## src/hw/rtl/rgb_to_hsv_8bit_unit_defines.svh

```systemverilog
// Assertion macros shared by the RGB to HSV converter RTL.
`ifndef RGB_TO_HSV_8BIT_UNIT_DEFINES_SVH
`define RGB_TO_HSV_8BIT_UNIT_DEFINES_SVH

// Same-cycle implication, checked out of reset.
`define RTHSV_ASSERT_IMPLY(label, clk, rstn, cond, expr) \
    label: assert property (@(posedge clk) disable iff (!(rstn)) (cond) |-> (expr)) \
        else $error("rthsv: same-cycle check failed");

// Next-cycle implication, checked out of reset.
`define RTHSV_ASSERT_NEXT(label, clk, rstn, cond, expr) \
    label: assert property (@(posedge clk) disable iff (!(rstn)) (cond) |=> (expr)) \
        else $error("rthsv: next-cycle check failed");

`endif

```

## src/hw/rtl/rthsv_pkg.sv

```systemverilog
// Types and constants of the RGB to HSV converter.
`default_nettype none
package rthsv_pkg;

    localparam int unsigned CHAN_W    = 8;
    localparam int unsigned NUM_CELLS = 8;

    localparam logic [CHAN_W-1:0] HUE_STEP      = 8'd43;
    localparam logic [CHAN_W-1:0] HUE_OFS_RED   = 8'd0;
    localparam logic [CHAN_W-1:0] HUE_OFS_GREEN = 8'd85;
    localparam logic [CHAN_W-1:0] HUE_OFS_BLUE  = 8'd171;

    typedef struct packed {
        logic [CHAN_W-1:0] red;
        logic [CHAN_W-1:0] green;
        logic [CHAN_W-1:0] blue;
    } pixel_t;

    typedef struct packed {
        logic [CHAN_W-1:0] hue;
        logic [CHAN_W-1:0] saturation;
        logic [CHAN_W-1:0] brightness;
    } hsv_t;

    // One restoring divider lane: partial remainder, dividend bits still to
    // shift in (low end filling with quotient bits) and the divisor.
    typedef struct packed {
        logic [CHAN_W-1:0] rem;
        logic [CHAN_W-1:0] work;
        logic [CHAN_W-1:0] div;
    } lane_t;

    typedef struct packed {
        lane_t             sat;
        lane_t             hue;
        logic [CHAN_W-1:0] offset;
        logic              neg;
        logic              flat;
        logic [CHAN_W-1:0] brightness;
    } cell_word_t;

endpackage
`default_nettype wire

```

## src/hw/rtl/rthsv_front.sv

```systemverilog
// Input stage: max/min, hue sector and dividends for the divider chain.
`default_nettype none
module rthsv_front (
    input  wire logic                aclk,
    input  wire logic                aresetn,
    input  wire logic                in_valid,
    output logic                     in_ready,
    input  wire rthsv_pkg::pixel_t   in_word,
    output logic                     out_valid,
    input  wire logic                out_ready,
    output rthsv_pkg::cell_word_t    out_word
);

    logic                  valid_reg;
    rthsv_pkg::cell_word_t data_reg;
    rthsv_pkg::cell_word_t data_next;

    logic [7:0]  hi;
    logic [7:0]  lo;
    logic [7:0]  spread;
    logic [8:0]  diff;
    logic [8:0]  mag_full;
    logic [7:0]  mag;
    logic [15:0] n_hue;
    logic [15:0] n_sat;

    always_comb begin
        hi = (in_word.red > in_word.green) ? in_word.red : in_word.green;
        hi = (hi > in_word.blue) ? hi : in_word.blue;
        lo = (in_word.red < in_word.green) ? in_word.red : in_word.green;
        lo = (lo < in_word.blue) ? lo : in_word.blue;
        spread = hi - lo;

        // Sector: first channel holding the max, in red, green, blue order.
        if (hi == in_word.red) begin
            data_next.offset = rthsv_pkg::HUE_OFS_RED;
            diff = {1'b0, in_word.green} - {1'b0, in_word.blue};
        end else if (hi == in_word.green) begin
            data_next.offset = rthsv_pkg::HUE_OFS_GREEN;
            diff = {1'b0, in_word.blue} - {1'b0, in_word.red};
        end else begin
            data_next.offset = rthsv_pkg::HUE_OFS_BLUE;
            diff = {1'b0, in_word.red} - {1'b0, in_word.green};
        end
        mag_full = diff[8] ? (9'd0 - diff) : diff;
        mag      = mag_full[7:0];

        n_hue = 16'(mag) * 16'(rthsv_pkg::HUE_STEP);
        n_sat = {spread, 8'd0} - {8'd0, spread};

        // Quotients fit 8 bits, so the top dividend byte is already below the divisor.
        data_next.hue.rem    = n_hue[15:8];
        data_next.hue.work   = n_hue[7:0];
        data_next.hue.div    = spread;
        data_next.sat.rem    = n_sat[15:8];
        data_next.sat.work   = n_sat[7:0];
        data_next.sat.div    = hi;
        data_next.neg        = diff[8];
        data_next.flat       = (spread == 8'd0);
        data_next.brightness = hi;
    end

    assign in_ready = !valid_reg || out_ready;

    always_ff @(posedge aclk) begin
        if (!aresetn) begin
            valid_reg <= 1'b0;
        end else if (in_ready) begin
            valid_reg <= in_valid;
        end
    end

    always_ff @(posedge aclk) begin
        if (in_ready && in_valid) begin
            data_reg <= data_next;
        end
    end

    assign out_valid = valid_reg;
    assign out_word  = data_reg;

endmodule
`default_nettype wire

```

## src/hw/rtl/rthsv_div_cell.sv

```systemverilog
// One divider cell: a restoring step for the saturation and hue lanes.
`default_nettype none
`include "rgb_to_hsv_8bit_unit_defines.svh"
module rthsv_div_cell (
    input  wire logic                  aclk,
    input  wire logic                  aresetn,
    input  wire logic                  in_valid,
    output logic                       in_ready,
    input  wire rthsv_pkg::cell_word_t in_word,
    output logic                       out_valid,
    input  wire logic                  out_ready,
    output rthsv_pkg::cell_word_t      out_word
);

    logic                  valid_reg;
    rthsv_pkg::cell_word_t data_reg;
    rthsv_pkg::cell_word_t data_next;

    function automatic rthsv_pkg::lane_t div_step(input rthsv_pkg::lane_t l);
        rthsv_pkg::lane_t res;
        logic [8:0]       trial;
        logic             qbit;
        trial = {l.rem, l.work[7]};
        qbit  = (trial >= {1'b0, l.div});
        if (qbit) begin
            trial = trial - {1'b0, l.div};
        end
        res.rem  = trial[7:0];
        res.work = {l.work[6:0], qbit};
        res.div  = l.div;
        return res;
    endfunction

    always_comb begin
        data_next     = in_word;
        data_next.sat = div_step(in_word.sat);
        data_next.hue = div_step(in_word.hue);
    end

    assign in_ready = !valid_reg || out_ready;

    always_ff @(posedge aclk) begin
        if (!aresetn) begin
            valid_reg <= 1'b0;
        end else if (in_ready) begin
            valid_reg <= in_valid;
        end
    end

    always_ff @(posedge aclk) begin
        if (in_ready && in_valid) begin
            data_reg <= data_next;
        end
    end

    assign out_valid = valid_reg;
    assign out_word  = data_reg;

    `RTHSV_ASSERT_NEXT(a_stall_hold, aclk, aresetn, valid_reg && !out_ready,
        valid_reg && $stable(data_reg))
    `RTHSV_ASSERT_IMPLY(a_sat_rem_bound, aclk, aresetn,
        valid_reg && data_reg.sat.div != 8'd0, data_reg.sat.rem < data_reg.sat.div)
    `RTHSV_ASSERT_IMPLY(a_hue_rem_bound, aclk, aresetn,
        valid_reg && data_reg.hue.div != 8'd0, data_reg.hue.rem < data_reg.hue.div)

endmodule
`default_nettype wire

```

## src/hw/rtl/rthsv_back.sv

```systemverilog
// Output stage: sign and offset of the hue, flat-pixel cases, result register.
`default_nettype none
module rthsv_back (
    input  wire logic                  aclk,
    input  wire logic                  aresetn,
    input  wire logic                  in_valid,
    output logic                       in_ready,
    input  wire rthsv_pkg::cell_word_t in_word,
    output logic                       out_valid,
    input  wire logic                  out_ready,
    output rthsv_pkg::hsv_t            out_word
);

    logic            valid_reg;
    rthsv_pkg::hsv_t data_reg;
    rthsv_pkg::hsv_t data_next;
    logic [7:0]      q_signed;

    always_comb begin
        // Negate the magnitude quotient: truncation toward zero.
        q_signed = in_word.neg ? (8'd0 - in_word.hue.work) : in_word.hue.work;
        data_next.brightness = in_word.brightness;
        if (in_word.flat) begin
            data_next.saturation = 8'd0;
            data_next.hue        = 8'd0;
        end else begin
            data_next.saturation = in_word.sat.work;
            data_next.hue        = in_word.offset + q_signed;
        end
    end

    assign in_ready = !valid_reg || out_ready;

    always_ff @(posedge aclk) begin
        if (!aresetn) begin
            valid_reg <= 1'b0;
        end else if (in_ready) begin
            valid_reg <= in_valid;
        end
    end

    always_ff @(posedge aclk) begin
        if (in_ready && in_valid) begin
            data_reg <= data_next;
        end
    end

    assign out_valid = valid_reg;
    assign out_word  = data_reg;

endmodule
`default_nettype wire

```

## src/hw/rtl/rgb_to_hsv_8bit_unit.sv

```systemverilog
// Top level of the RGB to HSV converter: front stage, divider cells, output stage.
`default_nettype none
`include "rgb_to_hsv_8bit_unit_defines.svh"
// Converts one 8-bit RGB pixel per clock into 8-bit hue, saturation and value
// while the chain is not held up by a stalled output. Ten registered stages:
// one front stage, eight divider cells (one quotient bit each for the
// saturation and hue divisions) and one output register. Every stage holds
// its own valid bit and passes its word on whenever the next stage is empty
// or moving, so bubbles close up while the output is stalled, and s_ready
// falls only once every stage is full and the output is stalled.
module rgb_to_hsv_8bit_unit (
    input  wire logic              aclk,
    input  wire logic              aresetn,
    input  wire logic              s_valid,
    output logic                   s_ready,
    input  wire rthsv_pkg::pixel_t s_word,
    output logic                   m_valid,
    input  wire logic              m_ready,
    output rthsv_pkg::hsv_t        m_word
);

    logic                  chain_valid [rthsv_pkg::NUM_CELLS+1];
    logic                  chain_ready [rthsv_pkg::NUM_CELLS+1];
    rthsv_pkg::cell_word_t chain_word  [rthsv_pkg::NUM_CELLS+1];

    rthsv_front u_front (
        .aclk      (aclk),
        .aresetn   (aresetn),
        .in_valid  (s_valid),
        .in_ready  (s_ready),
        .in_word   (s_word),
        .out_valid (chain_valid[0]),
        .out_ready (chain_ready[0]),
        .out_word  (chain_word[0])
    );

    for (genvar i = 0; i < rthsv_pkg::NUM_CELLS; i++) begin : g_cell
        rthsv_div_cell u_cell (
            .aclk      (aclk),
            .aresetn   (aresetn),
            .in_valid  (chain_valid[i]),
            .in_ready  (chain_ready[i]),
            .in_word   (chain_word[i]),
            .out_valid (chain_valid[i+1]),
            .out_ready (chain_ready[i+1]),
            .out_word  (chain_word[i+1])
        );
    end

    rthsv_back u_back (
        .aclk      (aclk),
        .aresetn   (aresetn),
        .in_valid  (chain_valid[rthsv_pkg::NUM_CELLS]),
        .in_ready  (chain_ready[rthsv_pkg::NUM_CELLS]),
        .in_word   (chain_word[rthsv_pkg::NUM_CELLS]),
        .out_valid (m_valid),
        .out_ready (m_ready),
        .out_word  (m_word)
    );

    `RTHSV_ASSERT_IMPLY(a_grey_hue_zero, aclk, aresetn,
        m_valid && m_word.saturation == 8'd0, m_word.hue == 8'd0)
    `RTHSV_ASSERT_IMPLY(a_sat_needs_value, aclk, aresetn,
        m_valid && m_word.saturation != 8'd0, m_word.brightness != 8'd0)
    `RTHSV_ASSERT_IMPLY(a_empty_out_ready, aclk, aresetn, !m_valid, s_ready)

endmodule
`default_nettype wire

```

## config.mk

```make
export PLATFORM = sky130hd
export DESIGN_NAME = rgb_to_hsv_8bit_unit
export DESIGN_NICKNAME = d
export VERILOG_FILES = /design/src/hw/rtl/rthsv_pkg.sv /design/src/hw/rtl/rthsv_front.sv /design/src/hw/rtl/rthsv_div_cell.sv /design/src/hw/rtl/rthsv_back.sv /design/src/hw/rtl/rgb_to_hsv_8bit_unit.sv
export VERILOG_INCLUDE_DIRS = /design/src /design/src/hw/rtl
export SDC_FILE = /design/constraint.sdc
export NUM_CORES = 1
export LEC_CHECK = 0
export BUFFER_PORTS_ARGS = -buffer_cell sky130_fd_sc_hd__buf_2
export CORE_ASPECT_RATIO = 1.25
export CORE_UTILIZATION = 40
export CTS_CLUSTER_SIZE = 20
export DETAILED_ROUTE_END_ITERATION = 10
export RECOVER_POWER = 100
export SETUP_SLACK_MARGIN = 0.1
export SKIP_LAST_GASP = 1
export SLEW_MARGIN = 30
export SYNTH_ARGS = -nofsm -noshare
export SYNTH_HDL_FRONTEND = slang
export SYNTH_SLANG_ARGS = --single-unit
```

## constraint.sdc

```tcl
create_clock -name aclk -period 10.65 [get_ports aclk]
set_input_delay 2.13 -clock aclk [delete_from_list [all_inputs] [get_ports aclk]]
set_output_delay 2.13 -clock aclk [all_outputs]
set_load 0.05 [all_outputs]
```

# Word level (Yosys, flattened, before mapping)
# Cells that the tools add are included.
# classes
n_addsub,22
multipliers,1
order_cmp,20
n_eq_ne,2
mux,23
n_reduce_logical,31
# ops
operator,n
8-bit 2-to-1 mux,20
9-bit by 8-bit >= comparator with 1-bit output,15
8-bit subtractor,14
8-bit by 8-bit subtractor with 9-bit output,3
9-bit 2-to-1 mux,2
8-bit equality test,2
8-bit > comparator,2
8-bit less-than comparator,2
"1-bit by 8-bit subtractor with 8-bit output, first input constant",2
16-bit by 8-bit subtractor with 16-bit output,1
"8-bit by 6-bit multiplier with 14-bit output, second input constant",1
1-bit logical AND,10
1-bit zero test,10
1-bit logical OR,10
8-bit adder,1
7-bit by 8-bit >= comparator with 1-bit output,1
8-bit zero test,1
7-bit by 8-bit subtractor with 8-bit output,1
7-bit 2-to-1 mux,1
# word_totals
register_bits,530
input_bits,28
output_inout_bits,26
word_cells,191

# Longest topological paths before layout
# Gate-level depths: netlist of the first run.
# logic_depth
ltp_word,12
mapped_depth,43

# Cells and area by module
# Synthesis of the first run repeated with hierarchy kept, for this count alone.
# unflattened
cells_unflattened,2333
hier_area_um2,31219.9
# by_module_without_submodules
mod,instances,cells_each,area_each_um2,seq_area_each_um2
rthsv_div_cell at g_cell[0].u_cell ...,4,197,3024.2,2001.9
rthsv_div_cell at g_cell[2].u_cell ...,3,202,3044.2,2001.9
rthsv_front,1,613,5637.9,1521.5
rthsv_div_cell at g_cell[7].u_cell,1,219,3032.9,2001.9
rthsv_back,1,107,1320.0,740.7

# Worst setup path after synthesis of the first run
# No wires, ideal clock.
# synth_timing
path_type,input-to-reg
start,input s_word[11] (netlist name)
end,"register u_front.data_reg, in the netlist u_front.out_word[39], data pin"
arrival_time_ns,9.603
required_time_ns,10.392
slack_ns,0.789
cell_stages,40
path_buffers,4
path_cell_list,clkbuf_1 inv_1 ha_1 a21o_1 a221oi_2 nand2_2 nand2_1 clkbuf_1 o21ai_0 ha_1 nand4_2 nor2_2 nor2b_1 buf_2 nor2_1 o21ai_2 nor2_1 buf_2 (+4 left out) and3_1 a21oi_1 xnor2_1 ha_1 fa_1 inv_1 fa_1 inv_1 ha_1 a21boi_0 o21ai_0 nand2b_1 a21oi_1 nor2_1 o21ai_0 nand2b_1 a21oi_1 xnor2_1
# synth_rtl
item,line_no,text
start: declaration,rgb_to_hsv_8bit_unit.sv:16,"input wire rthsv_pkg::pixel_t s_word,"
end signal: assignment,rthsv_front.sv:75,data_reg <= data_next;
end: declaration,rthsv_front.sv:15,rthsv_pkg::cell_word_t data_reg;

==> results of run 1 <==
## final cells by class
class / instances / share of cell area
clock buffers: 50 / 0.0413
inverters: 303 / 0.0410
clock inverters: 31 / 0.0119
well taps: 824 / 0.0372
repair buffers: 96 / 0.0180
multi-input cells: 1225 / 0.338
flip-flops and latches: 477 / 0.513
## cells in the final DEF, fill, tap and decap left out, types with 5 or more instances in the layout
| cell | instances |
|---|---|
| a21boi_0 | 7 |
| a21o_1 | 44 |
| a21oi_1 | 106 |
| and3_1 | 27 |
| buf_2 | 27 |
| buf_4 | 28 |
| bufinv_16 | 6 |
| clkbuf_1 | 45 |
| clkbuf_16 | 45 |
| clkinv_1 | 8 |
| clkinv_2 | 7 |
| dfxtp_1 | 10 |
| edfxtp_1 | 467 |
| fa_1 | 28 |
| ha_1 | 217 |
| inv_1 | 302 |
| mux2_2 | 7 |
| mux2i_1 | 21 |
| nand2_1 | 126 |
| nand2b_1 | 17 |
| nand3_1 | 16 |
| nand4_1 | 31 |
| nor2_1 | 64 |
| nor2b_1 | 57 |
| nor3_1 | 6 |
| o211a_1 | 13 |
| o21a_1 | 8 |
| o21ai_0 | 170 |
| o21bai_1 | 23 |
| o31ai_1 | 33 |
| or3_1 | 5 |
| or4_1 | 14 |
| xnor2_1 | 68 |
| xor2_1 | 54 |
## kinds of logic (layout without fill, tap and decap cells)
kind of cell | Yosys count | in the layout | synth area share
buffers and inverters | 331 | 480 | 0.0508
adders and majority gates | 245 | 245 | 0.132
xor gates and xnor gates | 123 | 123 | 0.0440
and+or+nand+nor | 384 | 384 | 0.0782
muxes | 28 | 28 | 0.0117
DFF | 477 | 477 | 0.574
AOI/OAI and AO/OA | 445 | 445 | 0.109
## worst register-to-register path: stages (launching register included)
cell      delay, ns
dfxtp_1        0.30
nor2b_1        0.19
nand3_1        0.11
nor2_1         0.09
and2_0         0.31
and3_1         0.36
a21boi_0       0.23
clkbuf_1       1.93
## cell usage after synthesis, types with 5 or more instances
master | instances | area (um2)
a21boi_0 | 10 | 75.1
a21o_1 | 44 | 330
a21oi_1 | 106 | 531
a31oi_1 | 5 | 31.3
and2_1 | 6 | 37.5
and3_1 | 27 | 169
buf_2 | 5 | 25.0
clkbuf_1 | 20 | 75.1
dfxtp_1 | 10 | 200
edfxtp_1 | 467 | 14000
fa_1 | 28 | 561
ha_1 | 217 | 2720
inv_1 | 302 | 1130
mux2_2 | 7 | 78.8
mux2i_1 | 21 | 210
nand2_1 | 126 | 473
nand2b_1 | 17 | 106
nand3_1 | 16 | 80.1
nand4_1 | 30 | 188
nor2_1 | 63 | 236
nor2b_1 | 61 | 382
nor3_1 | 6 | 30.0
o211a_1 | 13 | 130
o21a_1 | 8 | 60.1
o21ai_0 | 169 | 846
o21bai_1 | 23 | 173
o31ai_1 | 33 | 248
or3_1 | 5 | 31.3
or4_1 | 14 | 105
xnor2_1 | 68 | 596
xor2_1 | 54 | 473
## registers in the layout, summed over array words and instances, names as in the netlist
signal and flops:
g_cell.u_cell.out_valid 8, g_cell.u_cell.out_word 393, u_back.out_valid 1, u_back.out_word 24, u_front.out_valid 1, u_front.out_word 50
## metal layers
layer,track usage,up-vias,share of wire
li1,-,7493,-
met1,0.135,6934,0.37
met2,0.282,200,0.55
met3,0.0177,93,0.025
met4,0.0696,0,0.046
met5,0,-,0
## final timing paths
check	to	slack (ns)
worst max-delay path	u_front.out_word[39]	0.77
worst min-delay path	g_cell[3].u_cell.out_word[16]	0.39
worst max register to register	g_cell[0].u_cell.out_word[24]	6.62
worst min register to register	g_cell[3].u_cell.out_word[16]	0.39
## where the power goes
part | switching, mW | internal [mW]
combinational | 1.25 | 1.00
sequential | 0.0766 | 2.38
clock | 0.663 | 0.925
## per-stage QoR
stage	utilization	area (um2)	setup slack [ns]	instances	hold slack [ns]
2_1_floorplan	-	24800	0.789	2033	0.400
3_3_place_gp	0.432	26400	0.481	2925	0.402
3_5_place_dp	0.432	26400	0.323	2925	0.405
4_1_cts	0.456	27800	0.862	3006	0.396
5_1_grt	0.454	27700	0.113	3006	0.412
6_report	0.454	27700	0.775	3006	0.395
==> flow_summary.json, run 1 <==
{
  "hold_buffers": 0,
  "drc": 0,
  "ff_latch_area_mm2": 0.0142,
  "numCtsBuffers": 45,
  "fp.dieH_um": 280,
  "fmax_mhz": 101,
  "synth-seq-cells": 477,
  "grt_usage": 0.139,
  "nFillCells": 5532,
  "fin_nets": 2421,
  "crit_top_cell": "ha_1",
  "rsz0062_at_grt": "false",
  "clock_latency_ns": 0.56,
  "seq_area_frac_synth": 0.574,
  "drive_above_1_share": 0.0692,
  "leakage_nw": 11.1,
  "status": "finished, violations left",
  "dieArea_mm2": 0.0630,
  "finalSetupViolations": 0,
  "ir_drop_mv": 0.178,
  "start_kind": "input pin",
  "cp.arrival_ns": 10.16,
  "worst_pin_slew_ns": 2.71,
  "synthesis.area_per_instance_um2": 12.2,
  "grt_antenna_before_repair": 0,
  "numPortBuffers": 53,
  "cp_slowest_stage_delay_ns": 0.53,
  "hold_viol": 0,
  "h-tree-depth": 2,
  "routedWlPerCell_um": 14.3,
  "place_congestion": 0.852,
  "worstPathBufferInverterCount": 7,
  "relSlewSlack": -0.808,
  "syn2layout_area_growth_pct": 11.9,
  "multi_input_area_mm2": 0.00937,
  "yosysUniqueCellTypes": 61,
  "clockRootBuffer": "clkbuf_16",
  "path_delay_family": "adder cells",
  "die_w_um": 225,
  "cts_tree": "done",
  "num_vias": 14720,
  "drt-pass1-iter-count": 4,
  "yosysWarnings": 0,
  "clock_sinks": 477,
  "ios": 54,
  "antenna_left": 0,
  "grt_pass1_vias": 15253,
  "rows": 101,
  "hold_start": "g_cell[2].u_cell.out_word[16]",
  "synth_cells": 2033,
  "synth_edf_count": 467,
  "syn_area_mm2": 0.0248,
  "holdPathStages": 0,
  "fin_crit_sh": 0.927,
  "grt_max_degree": 53,
  "power_mw": 6.30,
  "async_reset_ff_frac": 0,
  "cp-startpoint": "s_word[15]",
  "skew_ns": 0.0280,
  "hold_class": "reg -> reg",
  "hpwl_mm": 33.9,
  "maxCapViolCount": 10,
  "period_needed_ns": 9.88,
  "grt_pass1_wl_mm": 70.8,
  "start_util": 0.406,
  "power_density_mw_per_mm2": 227,
  "grt_overflow_total": 0,
  "post_cts_resized": 0,
  "wirelength_mm": 43.1,
  "clockBufferDepth": 3,
  "worst_path_max_delay_cell": "fa_1",
  "post_cts_buffers": 0,
  "cp-end-kind": "register",
  "path_clk_slew_ns": 0.06,
  "num_antenna_cells": 0,
  "drt_iter0_drc": 490,
  "reg2reg_from": "u_back.out_valid",
  "cp.depth": 42,
  "fin_setup_tns_ns": 0,
  "via_per_inst": 4.90,
  "timing_max_transition_violations_final": 477,
  "r2r_cells": 7,
  "violations": "capacitance limit, slew limit",
  "critical_path.max_fanout": 15,
  "synth_flop_cell": "edfxtp_1",
  "core_area_mm2": 0.0610,
  "required_ns": 10.93,
  "crit_type": "in -> reg",
  "synth_nets": 2306
}
No activity file was read; power rests on OpenSTA's default activity.
==> run 2, diff against run 1 <==
Settings changed: CTS_BUF_LIST set to sky130_fd_sc_hd__clkbuf_4 sky130_fd_sc_hd__clkbuf_8.
==> run 2 against run 1 <==
Worst setup slack improved by 0.016 ns. Register-to-register slack about the same. Utilization about the same. Die area unchanged. First-iteration DRC count increased by 8.4%. Total power decreased by 1.4%. Sequential share of layout area about the same. Final area about the same. Largest power group unchanged. Via count increased by 1.4%. Sequential power about the same. The run still ends with capacitance limit, slew limit left. Critical path depth unchanged.
==> flow_summary.json, run 2 (same netlist as run 1, synthesis figures left out) <==
{
  "status": "finished, violations left",
  "violations": "capacitance limit, slew limit",
  "worst_pin_slew_ns": 2.71,
  "relSlewSlack": -0.806,
  "fin_nets": 2450,
  "power_density_mw_per_mm2": 224,
  "numCtsBuffers": 74,
  "place_congestion": 0.852,
  "ir_drop_mv": 0.177,
  "hold_buffers": 0,
  "whs_ns": 0.403,
  "ios": 54,
  "grt_usage": 0.142,
  "cts_tree": "done",
  "fp.dieH_um": 280,
  "hold_class": "reg -> reg",
  "drive_above_1_share": 0.0900,
  "fin_setup_tns_ns": 0,
  "critical_path.max_fanout": 15,
  "grt_max_degree": 53,
  "skew_ns": 0.0238,
  "path_clk_slew_ns": 0.06,
  "drt_iter0_drc": 531,
  "hold_viol": 0,
  "clockRootBuffer": "clkbuf_8",
  "final_common_cell": "edfxtp_1",
  "via_per_inst": 4.88,
  "required_ns": 11.00,
  "start_util": 0.406,
  "grt_pass1_wl_mm": 71.6,
  "clock_sinks": 477,
  "placed_cell_area_mm2": 0.0264,
  "rows": 101,
  "dp_worst_setup_slack_ns": 0.323,
  "h-tree-depth": 3,
  "numPortBuffers": 53,
  "antenna_left": 0,
  "hpwl_mm": 33.9,
  "post_cts_buffers": 0,
  "clock_latency_ns": 0.60,
  "dp.cells": 2925,
  "cp_slowest_stage_delay_ns": 0.53,
  "worst_path_max_delay_cell": "fa_1",
  "maxCapViolCount": 10,
  "fmax_mhz": 101,
  "dieArea_mm2": 0.0630,
  "grt_overflow_total": 0,
  "post_cts_resized": 0,
  "largest_reg_flops": 393,
  "drt-pass1-iter-count": 5,
  "stdcell_count": 3058,
  "fin_crit_sh": 0.926,
  "wirelength_mm": 43.7,
  "core_area_mm2": 0.0610,
  "layout_common_cells": "edfxtp_1, inv_1, ha_1",
  "num_vias": 14924,
  "syn2layout_area_growth_pct": 11.9,
  "final_util": 0.454,
  "start_kind": "input pin",
  "routedWlPerCell_um": 14.3,
  "power_mw": 6.22,
  "finalSetupViolations": 0,
  "timing_max_transition_violations_final": 477,
  "grt_pass1_vias": 15608,
  "rsz0062_at_grt": "false",
  "period_needed_ns": 9.86,
  "clockBufferDepth": 3,
  "crit_type": "in -> reg",
  "cp.arrival_ns": 10.21,
  "crit_top_cell": "ha_1",
  "drc": 0,
  "grt_antenna_before_repair": 1,
  "finalWorstSetupSlack_ns": 0.790,
  "leakage_nw": 11.1,
  "cp-end-kind": "register",
  "fin_area_mm2": 0.0277,
  "die_w_um": 225
}
[run 2: per-layer routing]
layer	track usage	vias up	part of all wire
met2	0.284	241	0.55
li1	-	7564	-
met1	0.132	7022	0.37
met3	0.0209	97	0.029
met4	0.0872	0	0.049
met5	0	-	0
[run 2: layout make-up]
type / instances / area [um2]
Clock inverter: 27 / 198
Multi-Input combinational cell: 1225 / 9370
Sequential cell: 477 / 14200
Inverter: 303 / 1140
Fill cell: 5567 / 33300
Antenna cell: 1 / 2.50
Clock buffer: 105 / 1280
Timing Repair Buffer: 96 / 495
Tap cell: 824 / 1030
[run 2: power breakdown]
part / leakage, nW / switching, mW / total, mW / internal, mW
Combinational: 6.00 / 1.25 / 2.26 / 1.00
Clock: 0.784 / 0.652 / 1.50 / 0.847
Sequential: 4.33 / 0.0785 / 2.46 / 2.39
Total: 11.1 / 1.99 / 6.22 / 4.23
[run 2: critical path: cells and delay by family]
| family | cells | cell delay [ns] |
|---|---|---|
| AO/OA/AOI/OAI | 10 | 2.02 |
| XOR/XNOR | 2 | 0.33 |
| adder cells (fa/ha/maj) | 7 | 2.36 |
| buffers and inverters | 7 | 0.97 |
| multiplexers | 1 | 0.30 |
| AND/OR/NAND/NOR | 15 | 2.08 |
[run 2: final timing paths]
check                                                   start                            end  slack [ns]  depth (start not counted)
worst max-delay path                               s_word[15]           u_front.out_word[39]        0.79                         42
worst min-delay path            g_cell[6].u_cell.out_word[32]  g_cell[7].u_cell.out_word[33]        0.40                          0
worst max register to register               u_back.out_valid  g_cell[0].u_cell.out_word[19]        6.63                          7
worst min register to register  g_cell[6].u_cell.out_word[32]  g_cell[7].u_cell.out_word[33]        0.40                          0
